## config.mk

```make
export PLATFORM = sky130hd
export DESIGN_NAME = step_position_backlash_tracker
export DESIGN_NICKNAME = d
export VERILOG_FILES = /design/src/rtl/core/spbt_pkg.sv /design/src/rtl/core/step_position_backlash_tracker.sv /design/src/rtl/core/spbt_step_calc.sv
export SDC_FILE = /design/constraint.sdc
export NUM_CORES = 1
export LEC_CHECK = 0
export ABC_CLOCK_PERIOD_IN_PS = 13700
export BUFFER_PORTS_ARGS = -buffer_cell sky130_fd_sc_hd__buf_2
export CORE_UTILIZATION = 55
export DETAILED_ROUTE_END_ITERATION = 6
export GPL_TIMING_DRIVEN = 0
export PLACE_DENSITY = 0.77
export SLEW_MARGIN = 10
export SYNTH_ARGS = -nofsm -noshare
export SYNTH_HDL_FRONTEND = slang
export SYNTH_SLANG_ARGS = --single-unit
```

## constraint.sdc

```tcl
create_clock -name clock -period 13.7 [get_ports clock]
set_input_delay 2.74 -clock clock [delete_from_list [all_inputs] [get_ports clock]]
set_output_delay 2.74 -clock clock [all_outputs]
set_load 0.01 [all_outputs]
```

## src/rtl/core/spbt_pkg.sv

```systemverilog
// Shared types and codes for the step position / backlash tracker.
// No dependencies; imported by every module of the block.
package spbt_pkg;

   localparam int CSR_ADDR_WIDTH = 4;
   localparam int CSR_DATA_WIDTH = 32;
   localparam int REQ_DATA_WIDTH = 32;
   localparam int RSP_DATA_WIDTH = 32;

   typedef enum logic {
      REQ_STEP = 1'b0,
      REQ_LOAD = 1'b1
   } req_kind_type;

   typedef enum logic [1:0] {
      STATUS_OK     = 2'd0,
      STATUS_FAULT  = 2'd1,
      STATUS_BOUNDS = 2'd2
   } status_type;

   typedef enum logic [1:0] {
      REG_BACKLASH_WIDTH = 2'd0,
      REG_MIN_POSITION   = 2'd1,
      REG_MAX_POSITION   = 2'd2
   } reg_index_type;

   typedef struct packed {
      req_kind_type       req_type;
      logic               step_forward;
      logic [6:0]         step_distance;
      logic signed [15:0] new_position;
      logic               motor_fault;
      logic               check_bounds;
   } step_req_type;

   typedef struct packed {
      logic signed [15:0] axis_position;
      logic signed [15:0] backlash_offset;
      logic [7:0]         phase_count;
   } axis_state_type;

   typedef struct packed {
      logic [7:0]         backlash_width;
      logic signed [15:0] min_position;
      logic signed [15:0] max_position;
   } axis_cfg_type;

   typedef struct packed {
      logic signed [15:0] position;
      logic [7:0]         drive_phase;
      status_type         status;
   } step_rsp_type;

endpackage

```

## src/rtl/core/step_position_backlash_tracker.sv

```systemverilog
// Top level of the step position / backlash tracker: channels, CSRs, state.
// Depends on spbt_pkg and spbt_step_calc.
//
//  channel  direction  handshake              payload
//  req_     in         req_tvalid/req_tready  tdata step fields, tuser request kind
//  rsp_     out        rsp_tvalid/rsp_tready  tdata position, phase, status
//  csr_     in         APB write/read         backlash width, min/max position
//
// One beat per cycle sustained while rsp_tready holds; input register, result register.
// The axis state updates in the cycle a beat moves from input to result register,
// so consecutive beats see each other's state with no bubble.
// req_tready drops only while both registers are full and the result is stalled.
// Synchronous reset clears state and valid flags, and loads register defaults.
module step_position_backlash_tracker import spbt_pkg::*; (
   input  logic                      clock,
   input  logic                      reset,
   input  logic                      req_tvalid,
   output logic                      req_tready,
   // [0] step_forward, [7:1] step_distance, [23:8] new_position,
   // [24] motor_fault, [25] check_bounds, [31:26] zero
   input  logic [REQ_DATA_WIDTH-1:0] req_tdata,
   // [0] req_type
   input  logic                      req_tuser,
   output logic                      rsp_tvalid,
   input  logic                      rsp_tready,
   // [15:0] position, [23:16] drive_phase, [25:24] status, [31:26] zero
   output logic [RSP_DATA_WIDTH-1:0] rsp_tdata,
   input  logic                      csr_psel,
   input  logic                      csr_penable,
   input  logic                      csr_pwrite,
   input  logic [CSR_ADDR_WIDTH-1:0] csr_paddr,
   input  logic [CSR_DATA_WIDTH-1:0] csr_pwdata,
   output logic [CSR_DATA_WIDTH-1:0] csr_prdata,
   output logic                      csr_pready
);

   axis_cfg_type   cfg_ff;
   axis_cfg_type   cfg_in;
   axis_state_type state_ff;
   axis_state_type state_in;
   step_req_type   item_ff;
   step_req_type   item_in;
   step_rsp_type   rsp_ff;
   step_rsp_type   rsp_in;
   logic           in_valid_ff;
   logic           in_valid_in;
   logic           out_valid_ff;
   logic           out_valid_in;
   logic           advance;
   logic           csr_write;
   reg_index_type  csr_index;

   assign csr_pready = 1'b1;
   assign csr_write  = csr_psel && csr_penable && csr_pwrite && csr_pready;
   assign csr_index  = reg_index_type'(csr_paddr[3:2]);

   always_comb begin
      cfg_in = cfg_ff;
      if (csr_write) begin
         unique case (csr_index)
            REG_BACKLASH_WIDTH: cfg_in.backlash_width = csr_pwdata[7:0];
            REG_MIN_POSITION:   cfg_in.min_position   = csr_pwdata[15:0];
            REG_MAX_POSITION:   cfg_in.max_position   = csr_pwdata[15:0];
            default:            cfg_in = cfg_ff;
         endcase
      end
   end

   always_comb begin
      unique case (csr_index)
         REG_BACKLASH_WIDTH: csr_prdata = {24'd0, cfg_ff.backlash_width};
         REG_MIN_POSITION:   csr_prdata = {16'd0, cfg_ff.min_position};
         REG_MAX_POSITION:   csr_prdata = {16'd0, cfg_ff.max_position};
         default:            csr_prdata = '0;
      endcase
   end

   // handshake: the result register frees as it drains, so a beat can move up
   // in the same cycle that a waiting result is taken
   assign advance    = in_valid_ff && (!out_valid_ff || rsp_tready);
   assign req_tready = !in_valid_ff || advance;

   always_comb begin
      item_in.req_type      = req_kind_type'(req_tuser);
      item_in.step_forward  = req_tdata[0];
      item_in.step_distance = req_tdata[7:1];
      item_in.new_position  = req_tdata[23:8];
      item_in.motor_fault   = req_tdata[24];
      item_in.check_bounds  = req_tdata[25];
   end

   assign in_valid_in  = (req_tvalid && req_tready) || (in_valid_ff && !advance);
   assign out_valid_in = advance || (out_valid_ff && !rsp_tready);

   axis_state_type calc_state;
   step_rsp_type   calc_rsp;

   spbt_step_calc u_calc (
      .state      (state_ff),
      .cfg        (cfg_ff),
      .item       (item_ff),
      .next_state (calc_state),
      .rsp        (calc_rsp)
   );

   assign state_in = advance ? calc_state : state_ff;
   assign rsp_in   = advance ? calc_rsp : rsp_ff;

   always_ff @(posedge clock) begin
      if (reset) begin
         cfg_ff.backlash_width <= 8'd0;
         cfg_ff.min_position   <= 16'sh8000;
         cfg_ff.max_position   <= 16'sh7fff;
         state_ff              <= '0;
         in_valid_ff           <= 1'b0;
         out_valid_ff          <= 1'b0;
      end else begin
         cfg_ff       <= cfg_in;
         state_ff     <= state_in;
         in_valid_ff  <= in_valid_in;
         out_valid_ff <= out_valid_in;
      end
   end

   always_ff @(posedge clock) begin
      if (req_tvalid && req_tready) item_ff <= item_in;
      rsp_ff <= rsp_in;
   end

   assign rsp_tvalid = out_valid_ff;
   assign rsp_tdata  = {6'd0, rsp_ff.status, rsp_ff.drive_phase, rsp_ff.position};

   // state only moves when a beat passes into the result register
   a_state_hold: assert property (@(posedge clock) disable iff (reset)
      !advance |=> $stable(state_ff))
      else $error("axis state changed without a beat");

   a_fault_no_move: assert property (@(posedge clock) disable iff (reset)
      advance && item_ff.req_type == REQ_STEP && item_ff.motor_fault
      |=> $stable(state_ff))
      else $error("faulted step altered axis state");

   a_offset_disabled: assert property (@(posedge clock) disable iff (reset)
      advance && cfg_ff.backlash_width == 8'd0 |=> $stable(state_ff.backlash_offset))
      else $error("backlash offset moved with compensation off");

   a_stall_only_full: assert property (@(posedge clock) disable iff (reset)
      !req_tready |-> in_valid_ff && out_valid_ff && !rsp_tready)
      else $error("input stalled while pipeline could move");

endmodule

```

## src/rtl/core/spbt_step_calc.sv

```systemverilog
// Next-state and result logic for one step or load beat.
// Depends on spbt_pkg.
module spbt_step_calc import spbt_pkg::*; (
   input  axis_state_type state,
   input  axis_cfg_type   cfg,
   input  step_req_type   item,
   output axis_state_type next_state,
   output step_rsp_type   rsp
);

   always_comb begin
      logic signed [17:0] bo;
      logic signed [17:0] wid;
      logic signed [17:0] step_dist;
      logic signed [17:0] sd;
      logic signed [15:0] axis_sum;
      logic signed [15:0] min_pos;
      logic signed [15:0] max_pos;
      status_type         status;

      next_state = state;
      status     = STATUS_OK;
      bo   = signed'({{2{state.backlash_offset[15]}}, state.backlash_offset});
      wid  = signed'({10'd0, cfg.backlash_width});
      step_dist = signed'({11'd0, item.step_distance});
      sd   = item.step_forward ? step_dist : -step_dist;
      min_pos  = cfg.min_position;
      max_pos  = cfg.max_position;
      axis_sum = state.axis_position;

      if (item.req_type == REQ_LOAD) begin
         next_state.axis_position = item.new_position;
      end else if (item.motor_fault) begin
         status = STATUS_FAULT;
      end else begin
         next_state.phase_count = state.phase_count + sd[7:0];
         if (wid != 18'sd0) begin
            if (bo < 18'sd0 && item.step_forward) begin
               // turning round to forward: slack taken up first
               bo = step_dist;
               sd = step_dist - wid;
               if (sd < 18'sd0) sd = 18'sd0;
            end else if (bo >= wid && !item.step_forward) begin
               bo = wid - step_dist;
               sd = wid - step_dist;
               if (sd > 18'sd0) sd = 18'sd0;
            end else if (bo >= 18'sd0 && bo < wid) begin
               // inside the dead zone, only the overshoot moves the axis
               bo = bo + sd;
               if (bo < 18'sd0) sd = bo;
               else if (bo >= wid) sd = bo - wid;
               else sd = 18'sd0;
            end
            next_state.backlash_offset = bo[15:0];
         end
         axis_sum = state.axis_position + sd[15:0];
         next_state.axis_position = axis_sum;
         if (item.check_bounds && (axis_sum < min_pos || axis_sum > max_pos))
            status = STATUS_BOUNDS;
      end

      rsp.position    = next_state.axis_position;
      rsp.drive_phase = next_state.phase_count;
      rsp.status      = status;
   end

endmodule
```

==> flow_summary.yaml <==
global_route:
  use_met3: 0.0759
  busiest_layer: "met2"
  use_met2: 0.479
  met1_usage: 0.426
  grt_util_all_layers: 0.314
  grt_pass1_wl_um: 47800
  grt_overflow: 0
  grt_antenna_before_repair: 1
  grt_max_degree: 36
  grt_pass1_vias: 9199
route:
  drc: 0
  drt_iter0_markers: 828
  routed_wirelength_um: 30400
  post_drt_wl_per_cell_um: 18.7
  firstDrtPassIters: 6
  dr_total_vias: 9910
  viasPerCell: 6.09
  ant_nets: 0
run_status:
  status: "completed"
clocking:
  postCtsSetupRepairBufs: 0
  cts_tree: "yes"
  clockBufferDepth: 2
  clk_latency_ps: 430
  htree_levels: 4
  clk_pin_slew_ps: 60
  cts.sinks: 135
  cts_resized: 0
  cts_made_buffers: 17
  cts-root-buf: "clkbuf_16"
  ctsHoldBuffers: 0
sta:
  fmax_ghz: 0.102
  tightest_slew_ps: 1010
  period_minus_slack_ps: 9820
  rsz0062_at_grt: "false"
  whs_ps: 478
  finalClockSkew_ps: 8.97
  finalCritPeriodShare: 0.717
  final.setup.worst_slack_ps: 3880
  fin_setup_tns_ps: 0
  slew_viol_final: 0
  setup_viol: 0
  hold_viol: 0
  max_slew_margin: 0.325
place:
  dp_slack_ps: 4370
  gp_congestion: 1.02
  dp_hpwl_um: 23300
  dpl.cell_count: 1594
  port_buffers: 94
synthesis:
  syn_avg_cell_area_um2: 8.47
  postSynth.asyncResetShare: 0
  ys_seq_area_frac: 0.306
  synth_cells: 1245
  synth_area_mm2: 0.0106
  synth_cell_types: 93
  ys_ff_latch: 135
  synth_edf_count: 53
  yosysWarnings: 0
  synth_flop_cell: "dfxtp_1"
setup_path:
  crit_fanout: 7
  slowest_stage: "nor3_1"
  crit_type: "reg2reg"
  cp_data_required_time_ps: 13870
  end_kind: "flop"
  worstPathArrival_ps: 9990
  start_kind: "flop"
  max_stage_delay_ps: 830
final_layout:
  final_cell_count_no_fill: 1626
  drive_gt1_frac: 0.145
  seqCellArea_mm2: 0.00323
  layout_commonest_cell: "nand2_1"
  final_cell_mix: "121 x nand2_1, 116 x a21oi_1, 108 x nor2_1"
  syn_to_final_growth_pct: 13.6
  fin_nets: 1565
  multiInputGateArea_mm2: 0.00664
  fillCellCount: 1607
  antenna_cells: 0
power:
  p_comb_frac: 0.265
  p_int_mw: 0.838
  clock_power_share: 0.374
  power.density_mw_per_mm2: 103
  power_leakage_nw: 5.20
  ir_worst_vdd_uv: 95.3
  netSwitchingPower_mw: 0.398
  swShare: 0.322
  seq_power_share: 0.362
die:
  die_w_um: 141
  core_mm2: 0.0188
  ios: 143
  rows: 50
  die-area_mm2: 0.0197
  die_h_um: 141
  initial_core_util: 0.562
worst_hold_path:
  hold_path_class: "reg2reg"
job:
  maxCapViolations: 0
==> worst max-delay path: cells and delay by family (launching register included) <==
| family | cells | cell delay, ps |
|---|---|---|
| AO/OA/AOI/OAI | 18 | 3990 |
| XOR/XNOR | 1 | 670 |
| adder cells (fa/ha/maj) | 5 | 1600 |
| buffers and inverters | 1 | 50 |
| flip-flops | 1 | 560 |
| multiplexers | 1 | 230 |
| AND/OR/NAND/NOR | 10 | 2470 |
==> path summary, 6_finish.rpt <==
| check | from | endpoint | slack, ps | depth (start not counted) |
|---|---|---|---|---|
| hold reg to reg | cfg_ff[22]$_SDFFE_PP0P_ | cfg_ff[22]$_SDFFE_PP0P_ | 480 | 2 |
| setup reg to reg | item_ff[18]$_DFFE_PP_ | rsp_tdata[25]$_SDFFCE_PP0P_ | 3880 | 36 |
| hold / removal | cfg_ff[22]$_SDFFE_PP0P_ | cfg_ff[22]$_SDFFE_PP0P_ | 480 | 2 |
| setup / recovery | item_ff[18]$_DFFE_PP_ | rsp_tdata[25]$_SDFFCE_PP0P_ | 3880 | 36 |
==> flip-flops by register name (all words and copies together), names as in the netlist <==
register,count
state_ff,40
cfg_ff,40
item_ff,27
in_valid_ff,1
rsp_tdata,26
rsp_tvalid,1
==> power by group through the flow <==
| stage | sequential (mW) | clock [mW] | combinational (mW) |
|---|---|---|---|
| after floorplan | 0.455 | 0 | 0.226 |
| after global routing | 0.448 | 0.482 | 0.361 |
| final | 0.447 | 0.462 | 0.327 |
| after CTS | 0.447 | 0.463 | 0.320 |
| after global placement | 0.455 | 0 | 0.310 |
| after detailed placement | 0.455 | 0 | 0.316 |
==> cell usage after synthesis, drive strengths merged, types with 25 or more instances <==
cell / n / share of area
clkbuf: 48 / 0.018
nor3: 26 / 0.013
o21ai: 72 / 0.035
a21oi: 118 / 0.057
ha: 104 / 0.12
a21o: 25 / 0.018
inv: 85 / 0.030
nand2: 121 / 0.043
nor2: 108 / 0.038
dfxtp: 82 / 0.16
buf: 32 / 0.023
mux2i: 37 / 0.035
xnor2: 41 / 0.034
edfxtp: 53 / 0.15
==> routing by layer <==
layer  vias to the layer above  part of all wire
met3                        75             0.098
met5                         -                 0
met2                       505              0.44
met1                      4611              0.43
met4                         0             0.031
li1                       4719                 -
==> stage by stage <==
stage                     cell area [um2]  total power [mW]  utilization
after floorplan                     10600             0.681            -
after global placement              11400             0.765        0.607
after detailed placement            11400             0.771        0.607
after CTS                           12000              1.23        0.638
after global routing                12000              1.29        0.638
final                               12000              1.24        0.638
==> area by class of cell <==
type                       count  share of cell area
timing repair buffer          94              0.0393
clock inverter                13              0.0119
inverter                      85              0.0266
tap                          234              0.0244
clock buffer                  19              0.0370
multi-input combinational    965               0.554
sequential                   135               0.270
buffer                        81              0.0371
==> cell families (layout without fill, tap and decap cells) <==
| logic type | Yosys count | after routing | synth area share |
|---|---|---|---|
| AO/OA/AOI/OAI | 372 | 372 | 0.236 |
| XOR/XNOR | 52 | 52 | 0.0432 |
| adder cells (fa/ha/maj) | 110 | 110 | 0.135 |
| buffers and inverters | 166 | 292 | 0.0722 |
| flip-flops | 135 | 135 | 0.306 |
| multiplexers | 43 | 43 | 0.0415 |
| other | 2 | 23 | 0.000712 |
| AND/OR/NAND/NOR | 365 | 365 | 0.165 |
Note: power is estimated with default switching activity, not from simulation.
